--- src/uuid_text_parser_assert.svh ---
// ----------------------------------------------------------------------------
// uuid_text_parser assertion macros
// concurrent assertion wrappers, compiled out for synthesis
// ----------------------------------------------------------------------------
`ifndef UUID_TEXT_PARSER_ASSERT_SVH
`define UUID_TEXT_PARSER_ASSERT_SVH

`ifndef SYNTHESIS

// plain property checked at every clock edge outside reset
`define UTP_ASSERT(lbl, clk, rst_n, prop, msg) \
    lbl: assert property (@(posedge clk) disable iff (!rst_n) (prop)) else $error(msg);

// overlapping implication checked at every clock edge outside reset
`define UTP_ASSERT_IMP(lbl, clk, rst_n, ante, cons, msg) \
    lbl: assert property (@(posedge clk) disable iff (!rst_n) (ante) |-> (cons)) \
        else $error(msg);

`else

`define UTP_ASSERT(lbl, clk, rst_n, prop, msg)
`define UTP_ASSERT_IMP(lbl, clk, rst_n, ante, cons, msg)

`endif

`endif

--- src/utp_pkg.sv ---
// ----------------------------------------------------------------------------
// utp_pkg
// shared constants and types of the uuid text parser
// ----------------------------------------------------------------------------
`default_nettype none

package utp_pkg;

    localparam int UUID_BYTES = 16;
    localparam int COUNT_W    = 5;
    localparam int VALUE_W    = 8 * UUID_BYTES;
    localparam int WORD_W     = 64;

    localparam logic [7:0] CHAR_OPEN  = 8'h7B;  // '{'
    localparam logic [7:0] CHAR_CLOSE = 8'h7D;  // '}'
    localparam logic [7:0] CHAR_DASH  = 8'h2D;  // '-'
    localparam logic [7:0] CHAR_0     = 8'h30;
    localparam logic [7:0] CHAR_9     = 8'h39;
    localparam logic [7:0] CHAR_LA    = 8'h61;  // 'a'
    localparam logic [7:0] CHAR_LF    = 8'h66;  // 'f'
    localparam logic [7:0] CHAR_UA    = 8'h41;  // 'A'
    localparam logic [7:0] CHAR_UF    = 8'h46;  // 'F'

    typedef struct packed {
        logic       is_hex;
        logic       is_dash;
        logic       is_open;
        logic       is_close;
        logic [3:0] nibble;
    } char_class_t;

    typedef struct packed {
        logic [WORD_W-1:0] value_high;
        logic [WORD_W-1:0] value_low;
        logic              parse_ok;
    } parse_result_t;

endpackage

`default_nettype wire

--- src/utp_char_if.sv ---
// ----------------------------------------------------------------------------
// utp_char_if
// character channel: one text character per transfer
// ----------------------------------------------------------------------------
`default_nettype none

interface utp_char_if;

    logic       valid;
    logic       ready;
    logic [7:0] character;
    logic       last_char;

    modport source (output valid, output character, output last_char, input ready);
    modport sink   (input valid, input character, input last_char, output ready);

endinterface

`default_nettype wire

--- src/utp_result_if.sv ---
// ----------------------------------------------------------------------------
// utp_result_if
// result channel: one parsed uuid per transfer
// ----------------------------------------------------------------------------
`default_nettype none

interface utp_result_if;

    logic        valid;
    logic        ready;
    logic [63:0] value_high;
    logic [63:0] value_low;
    logic        parse_ok;

    modport source (output valid, output value_high, output value_low, output parse_ok,
                    input ready);
    modport sink   (input valid, input value_high, input value_low, input parse_ok,
                    output ready);

endinterface

`default_nettype wire

--- src/utp_char_decode.sv ---
// ----------------------------------------------------------------------------
// utp_char_decode
// classifies one character and gives its hex digit value
// ----------------------------------------------------------------------------
`default_nettype none

module utp_char_decode
    import utp_pkg::*;
(
    input  wire logic [7:0] character,
    output char_class_t     cls
);

    always_comb
    begin
        cls          = '0;
        cls.is_dash  = (character == CHAR_DASH);
        cls.is_open  = (character == CHAR_OPEN);
        cls.is_close = (character == CHAR_CLOSE);
        priority if (character >= CHAR_0 && character <= CHAR_9)
        begin
            cls.is_hex = 1'b1;
            cls.nibble = 4'(character - CHAR_0);
        end
        else if (character >= CHAR_LA && character <= CHAR_LF)
        begin
            cls.is_hex = 1'b1;
            cls.nibble = 4'(character - CHAR_LA + 8'd10);
        end
        else if (character >= CHAR_UA && character <= CHAR_UF)
        begin
            cls.is_hex = 1'b1;
            cls.nibble = 4'(character - CHAR_UA + 8'd10);
        end
        else
        begin
            cls.is_hex = 1'b0;
            cls.nibble = 4'd0;
        end
    end

endmodule

`default_nettype wire

--- src/utp_core.sv ---
// ----------------------------------------------------------------------------
// utp_core
// parse state and byte shift register, one character per step
// ----------------------------------------------------------------------------
`default_nettype none

module utp_core
    import utp_pkg::*;
(
    input  wire logic         clk,
    input  wire logic         rst_n,
    input  wire logic         step,
    input  wire char_class_t  cls,
    input  wire logic         last_char,
    output parse_result_t     result
);

`include "uuid_text_parser_assert.svh"

    logic [VALUE_W-1:0] store_reg, store_next;
    logic [COUNT_W-1:0] count_reg, count_next;
    logic [3:0]         high_reg, high_next;
    logic               pending_reg, pending_next;
    logic               fail_reg, fail_next;
    logic               first_reg, first_next;
    logic               brace_reg, brace_next;
    logic               do_consume;
    logic               ok;

    // last character inside braces is checked, not parsed
    assign do_consume = last_char ? !brace_reg : !(first_reg && cls.is_open);

    always_comb
    begin
        store_next   = store_reg;
        count_next   = count_reg;
        high_next    = high_reg;
        pending_next = pending_reg;
        fail_next    = fail_reg;
        brace_next   = brace_reg;
        first_next   = 1'b0;

        if (!last_char && first_reg && cls.is_open)
            brace_next = 1'b1;
        if (last_char && brace_reg && !cls.is_close)
            fail_next = 1'b1;

        if (do_consume && !fail_reg && !cls.is_dash)
        begin
            priority if (!cls.is_hex)
                fail_next = 1'b1;
            else if (!pending_reg)
            begin
                high_next    = cls.nibble;
                pending_next = 1'b1;
            end
            else
            begin
                pending_next = 1'b0;
                if (count_reg[COUNT_W-1])
                    fail_next = 1'b1;
                else
                begin
                    store_next = {store_reg[VALUE_W-9:0], high_reg, cls.nibble};
                    count_next = count_reg + 1'b1;
                end
            end
        end
    end

    assign ok = !fail_next && !pending_next && (count_next == COUNT_W'(UUID_BYTES));

    always_comb
    begin
        result.parse_ok   = ok;
        result.value_high = ok ? store_next[VALUE_W-1:WORD_W] : '0;
        result.value_low  = ok ? store_next[WORD_W-1:0] : '0;
    end

    always_ff @(posedge clk or negedge rst_n)
    begin
        if (!rst_n)
        begin
            count_reg   <= '0;
            high_reg    <= '0;
            pending_reg <= 1'b0;
            fail_reg    <= 1'b0;
            first_reg   <= 1'b1;
            brace_reg   <= 1'b0;
        end
        else if (step)
        begin
            if (last_char)
            begin
                // text done: back to the start state
                count_reg   <= '0;
                high_reg    <= '0;
                pending_reg <= 1'b0;
                fail_reg    <= 1'b0;
                first_reg   <= 1'b1;
                brace_reg   <= 1'b0;
            end
            else
            begin
                count_reg   <= count_next;
                high_reg    <= high_next;
                pending_reg <= pending_next;
                fail_reg    <= fail_next;
                first_reg   <= first_next;
                brace_reg   <= brace_next;
            end
        end
    end

    always_ff @(posedge clk)
    begin
        if (step)
            store_reg <= store_next;
    end

    `UTP_ASSERT(a_count_range, clk, rst_n, count_reg <= COUNT_W'(UUID_BYTES), "byte count above 16")
    `UTP_ASSERT_IMP(a_first_clean, clk, rst_n, first_reg, !pending_reg && !fail_reg && count_reg == '0, "start state not clean")
    `UTP_ASSERT_IMP(a_last_restarts, clk, rst_n, $past(step && last_char), first_reg && !brace_reg, "no restart after last character")

endmodule

`default_nettype wire

--- src/uuid_text_parser.sv ---
// ----------------------------------------------------------------------------
// uuid_text_parser
// parses uuid text, one character per transfer, into a 128-bit value
// ----------------------------------------------------------------------------
//
//  channel  | dir | payload                              | transfer
//  ---------+-----+--------------------------------------+-------------------------
//  chars    | in  | character[7:0], last_char            | valid && ready
//  results  | out | value_high[63:0], value_low[63:0],   | valid && ready
//           |     | parse_ok                             |
//
//  one character per cycle sustained unless a last character waits on a held
//  result; a character is held in the input register, and a last character
//  goes from there into the result register when it advances, which raises
//  the result valid flag
//  rst_n clears the parse state, the input and the result valid flags
//  a held result stalls only a last character in the input register;
//  ordinary characters keep flowing while the result waits
//
`default_nettype none

module uuid_text_parser
    import utp_pkg::*;
(
    input  wire logic    clk,
    input  wire logic    rst_n,
    utp_char_if.sink     chars,
    utp_result_if.source results
);

`include "uuid_text_parser_assert.svh"

    // input register
    logic       in_valid_reg, in_valid_next;
    logic [7:0] in_char_reg;
    logic       in_last_reg;

    // result register
    logic          out_valid_reg, out_valid_next;
    parse_result_t out_reg;

    logic          accept;
    logic          adv;
    char_class_t   cls;
    parse_result_t core_result;

    // a non-last character never needs the result slot
    assign adv    = in_valid_reg && (!in_last_reg || !out_valid_reg || results.ready);
    assign accept = chars.valid && chars.ready;

    assign chars.ready = !in_valid_reg || adv;

    utp_char_decode u_decode
    (
        .character (in_char_reg),
        .cls       (cls)
    );

    utp_core u_core
    (
        .clk       (clk),
        .rst_n     (rst_n),
        .step      (adv),
        .cls       (cls),
        .last_char (in_last_reg),
        .result    (core_result)
    );

    always_comb
    begin
        in_valid_next = in_valid_reg;
        if (accept)
            in_valid_next = 1'b1;
        else if (adv)
            in_valid_next = 1'b0;

        out_valid_next = out_valid_reg;
        if (adv && in_last_reg)
            out_valid_next = 1'b1;
        else if (results.ready)
            out_valid_next = 1'b0;
    end

    always_ff @(posedge clk or negedge rst_n)
    begin
        if (!rst_n)
        begin
            in_valid_reg  <= 1'b0;
            out_valid_reg <= 1'b0;
        end
        else
        begin
            in_valid_reg  <= in_valid_next;
            out_valid_reg <= out_valid_next;
        end
    end

    // payload registers
    always_ff @(posedge clk)
    begin
        if (accept)
        begin
            in_char_reg <= chars.character;
            in_last_reg <= chars.last_char;
        end
        if (adv && in_last_reg)
            out_reg <= core_result;
    end

    assign results.valid      = out_valid_reg;
    assign results.value_high = out_reg.value_high;
    assign results.value_low  = out_reg.value_low;
    assign results.parse_ok   = out_reg.parse_ok;

    `UTP_ASSERT_IMP(a_result_source, clk, rst_n, $rose(out_valid_reg), $past(adv && in_last_reg), "result without last character")
    `UTP_ASSERT_IMP(a_fail_zero, clk, rst_n, out_valid_reg && !out_reg.parse_ok, out_reg.value_high == '0 && out_reg.value_low == '0, "failed parse with nonzero value")
    `UTP_ASSERT_IMP(a_plain_no_stall, clk, rst_n, in_valid_reg && !in_last_reg, adv, "ordinary character stalled")

endmodule

`default_nettype wire

--- src/flat_wrapper.sv ---
// flat-port wrapper written by rule: the top's interface ports become plain ports
module uuid_text_parser_flat import utp_pkg::*;
  (clk, rst_n, chars_valid, chars_character, chars_last_char, chars_ready, results_valid, results_value_high, results_value_low, results_parse_ok, results_ready);
  utp_char_if chars_i ();
  utp_result_if results_i ();
  input  wire logic clk;
  input  wire logic rst_n;
  input wire logic [$bits(chars_i.valid)-1:0] chars_valid;
  input wire logic [$bits(chars_i.character)-1:0] chars_character;
  input wire logic [$bits(chars_i.last_char)-1:0] chars_last_char;
  output wire logic [$bits(chars_i.ready)-1:0] chars_ready;
  output wire logic [$bits(results_i.valid)-1:0] results_valid;
  output wire logic [$bits(results_i.value_high)-1:0] results_value_high;
  output wire logic [$bits(results_i.value_low)-1:0] results_value_low;
  output wire logic [$bits(results_i.parse_ok)-1:0] results_parse_ok;
  input wire logic [$bits(results_i.ready)-1:0] results_ready;
  assign chars_i.valid = chars_valid;
  assign chars_i.character = chars_character;
  assign chars_i.last_char = chars_last_char;
  assign chars_ready = chars_i.ready;
  assign results_valid = results_i.valid;
  assign results_value_high = results_i.value_high;
  assign results_value_low = results_i.value_low;
  assign results_parse_ok = results_i.parse_ok;
  assign results_i.ready = results_ready;
  uuid_text_parser u_core (.clk(clk), .rst_n(rst_n), .chars(chars_i), .results(results_i));
endmodule
--- config.mk ---
export PLATFORM = sky130hd
export DESIGN_NAME = uuid_text_parser_flat
export DESIGN_NICKNAME = d
export VERILOG_FILES = /design/src/utp_pkg.sv /design/src/utp_char_if.sv /design/src/utp_result_if.sv /design/src/utp_char_decode.sv /design/src/utp_core.sv /design/src/uuid_text_parser.sv /design/src/flat_wrapper.sv
export VERILOG_INCLUDE_DIRS = /design/src /design/src/src
export SDC_FILE = /design/constraint.sdc
export NUM_CORES = 1
export LEC_CHECK = 0
export BUFFER_PORTS_ARGS = -buffer_cell sky130_fd_sc_hd__buf_2
export CORE_AREA = 2 2 213 131
export DETAILED_ROUTE_END_ITERATION = 7
export DIE_AREA = 0 0 215 133
export GPL_TIMING_DRIVEN = 0
export HOLD_SLACK_MARGIN = 0.05
export PLACE_DENSITY_LB_ADDON = 0.1
export SLEW_MARGIN = 20
export SYNTH_ARGS = -nofsm -noshare
export SYNTH_HDL_FRONTEND = slang
export SYNTH_HIERARCHICAL = 1
export SYNTH_SLANG_ARGS = --single-unit
export TNS_END_PERCENT = 50
--- constraint.sdc ---
create_clock -name clk -period 16.5 [get_ports clk]
set_input_delay 3.3 -clock clk [delete_from_list [all_inputs] [get_ports clk]]
set_output_delay 3.3 -clock clk [all_outputs]
set_load 0.01 [all_outputs]
==> results.py <==
metrics = {
    "worst_setup_path": {
        "cp.required_ps": 13200,
        "cp_common_cell": "buf_2",
        "r2r_start": "u_core/in_char_reg[0]$_DFFE_PP_",
        "worstSetupStartpointType": "primary input",
        "cp.arrival_ps": 3760,
        "slowest_stage": "nand4b_4",
        "critPathKind": "primary input to primary output",
        "regToRegEndpoint": "u_core/results.parse_ok$_DFFE_PP_",
        "cpPeakStageDelay_ps": 170,
        "path_cells": "buf_2, nand4b_4, buf_2",
        "ff2ff_path_depth": 12,
        "path_max_fanout": 3,
        "crit_path_end_kind": "primary output",
        "r2r_slack_ps": 12900,
    },
    "die": {
        "core-area_um2": 26930,
        "ios": 144,
        "num_rows": 47,
        "die_w_um": 215,
        "die-area_um2": 28600,
        "die_h_um": 133,
        "initial_core_util_pct": 49.10,
    },
    "synthesis": {
        "synth_edf_count": 266,
        "syn_area_per_cell_um2": 15.47,
        "async_flop_share_pct": 5.338,
        "yosys_warnings": 6,
        "synth_cell_types": 57,
        "synth_seq_cells": 281,
        "synth.area.top_cells": "edfxtp_1, a2111oi_2, mux2i_1, inv_1, dfrtp_1",
        "synth_top_area_share_pct": 60.40,
        "syn_nets": 872,
        "synthCells": 855,
        "yosys.area.top_type": "edfxtp_1",
        "ys.flop_type": "edfxtp_1",
        "netlist_area_um2": 13220,
        "synth_seq_area_share_pct": 63.25,
    },
    "place": {
        "hpwl_mm": 19.67,
        "io_buffer_count": 143,
        "gp_congestion": 0.7637,
        "dp_cells": 1376,
    },
    "clock_network": {
        "tritoncts": "yes",
        "cts_buffer_depth": 3,
        "clk_pin_slew_ps": 60,
        "cts_sinks": 281,
        "postCtsSetupBuffers": 0,
        "clk_latency_ps": 540,
        "cts_buffers": 27,
        "ctsHoldBuffers": 0,
        "cts-root-buf": "clkbuf_16",
        "cts_resized": 0,
        "htreeDepth": 1,
    },
    "global_routing": {
        "grt_max_degree": 30,
        "grt-ovfl-total": 0,
        "grt.total_usage_pct": 19.44,
        "first_global_vias": 7415,
        "grt_pass1_wl_mm": 42.90,
        "antenna_found_initial": 0,
    },
    "pwr": {
        "leakage_nw": 4.810,
        "irDropWorstVdd_mv": 0.06547,
        "power_w": 0.001510,
        "pwr_density_cell_nw_per_um2": 97.38,
    },
    "detailed_routing": {
        "num_vias": 7774,
        "drtIter0Drc": 685,
        "dr.pass1.iters": 5,
        "viasPerCell": 5.467,
        "drc": 0,
        "drtAntennaViolNets": 0,
        "wl_per_cell_um": 19.60,
        "drt_wl_total_mm": 27.87,
    },
    "hold_path": {
        "hold_end": "u_core/u_core/first_reg$_DFFE_PN1P_",
        "min_from": "u_core/u_core/first_reg$_DFFE_PN1P_",
        "hold_class": "register to register",
        "min_path_cells": 2,
    },
    "layout": {
        "n_fill_cell": 2180,
        "drive_above_1_share_pct": 36.97,
        "synthToLayoutAreaGrowth_pct": 17.24,
        "fin_cells": 1422,
        "nNetsFinal": 1055,
        "diodes": 0,
        "mostFrequentLayoutCell": "edfxtp_1",
        "largest_reg_flops": 128,
        "utilization_pct": 57.56,
        "final_cell_mix": "edfxtp_1, buf_2, inv_1",
    },
    "timing": {
        "finalSetupViolCount": 0,
        "whs_ps": 517.5,
        "period_minus_slack_ps": 7062,
        "slew_headroom_pct": 46.15,
        "slew_violations": 0,
        "clock-skew-final_ps": 12.05,
        "hold_viol": 0,
        "fmax_mhz": 141.6,
        "fin_crit_sh_pct": 42.80,
        "rsz0062_at_grt": "no",
        "tightestPinTransition_ps": 805.9,
    },
    "run": {
        "maxCapViolCount": 0,
    },
    "run_status": {
        "status": "finished clean",
    },
}
through the flow:
| stage | instance area [um^2] | setup WS (ps) | setup TNS (ps) |
|---|---|---|---|
| 2_1_floorplan | 13220 | 1146 | 0 |
| 3_3_place_gp | 14400 | -5817 | -363390 |
| 3_5_place_dp | 14690 | 9436 | 0 |
| 4_1_cts | 15500 | 9435 | 0 |
| 5_1_grt | 15500 | 9425 | 0 |
| 6_report | 15500 | 9438 | 0 |
cells in the mapped netlist (all sizes together), types with 4 or more instances:
cell / number
a2111oi: 127
a21oi: 5
buf: 60
clkbuf: 15
dfrtp: 14
edfxtp: 266
ha: 4
inv: 138
mux2i: 128
nand2: 14
nand2b: 5
nand3: 6
nand4b: 5
nor2: 6
o21ai: 7
o311ai: 5
how the worst max path moves through the flow:
stage,start,to,cells after the start
floorplan,results_ready,u_core/u_core/count_reg[3]$_DFFE_PN0P_,5
global placement,results_ready,u_core/u_core/count_reg[3]$_DFFE_PN0P_,7
detailed placement,results_ready,chars_ready,3
CTS,results_ready,chars_ready,3
global route,results_ready,chars_ready,3
finish,results_ready,chars_ready,3
report_power, final:
group          switching [W]  internal (W)
clock               0.000258      0.000324
combinational      0.0000604     0.0000355
sequential         0.0000159      0.000815
total               0.000335       0.00118
cell type report:
type / instances / area (um^2) / share of cell area, %
Tap cell: 367 / 459.2 / 2.962
Inverter: 138 / 518.0 / 3.341
Multi-Input combinational cell: 361 / 3924 / 25.31
Timing Repair Buffer: 154 / 988.4 / 6.376
Sequential cell: 281 / 8364 / 53.95
Clock buffer: 36 / 729.5 / 4.705
Buffer: 75 / 442.9 / 2.857
Clock inverter: 10 / 77.57 / 0.5004
cells by family after synthesis:
group           share of synthesized area [%]
mux                                     9.689
fa+ha+maj                              0.3785
compound gates                          16.34
xor+xnor                              0.06624
buf+inv                                 7.267
flops                                   63.25
simple gates                            3.009
critical path, delay by kind of cell:
family	cells	cell delay (ps)
simple gates	1	170
buf+inv	2	290
metal layers:
| layer | GRT usage (%) | up-vias | part of all wire, % |
|---|---|---|---|
| met5 | 0 | - | 0 |
| met4 | 4.368 | 0 | 2.1 |
| met3 | 4.000 | 39 | 5.6 |
| met2 | 28.21 | 201 | 44 |
| met1 | 30.08 | 3829 | 49 |
| li1 | - | 3705 | - |
No activity file was read; power rests on OpenSTA's default activity.
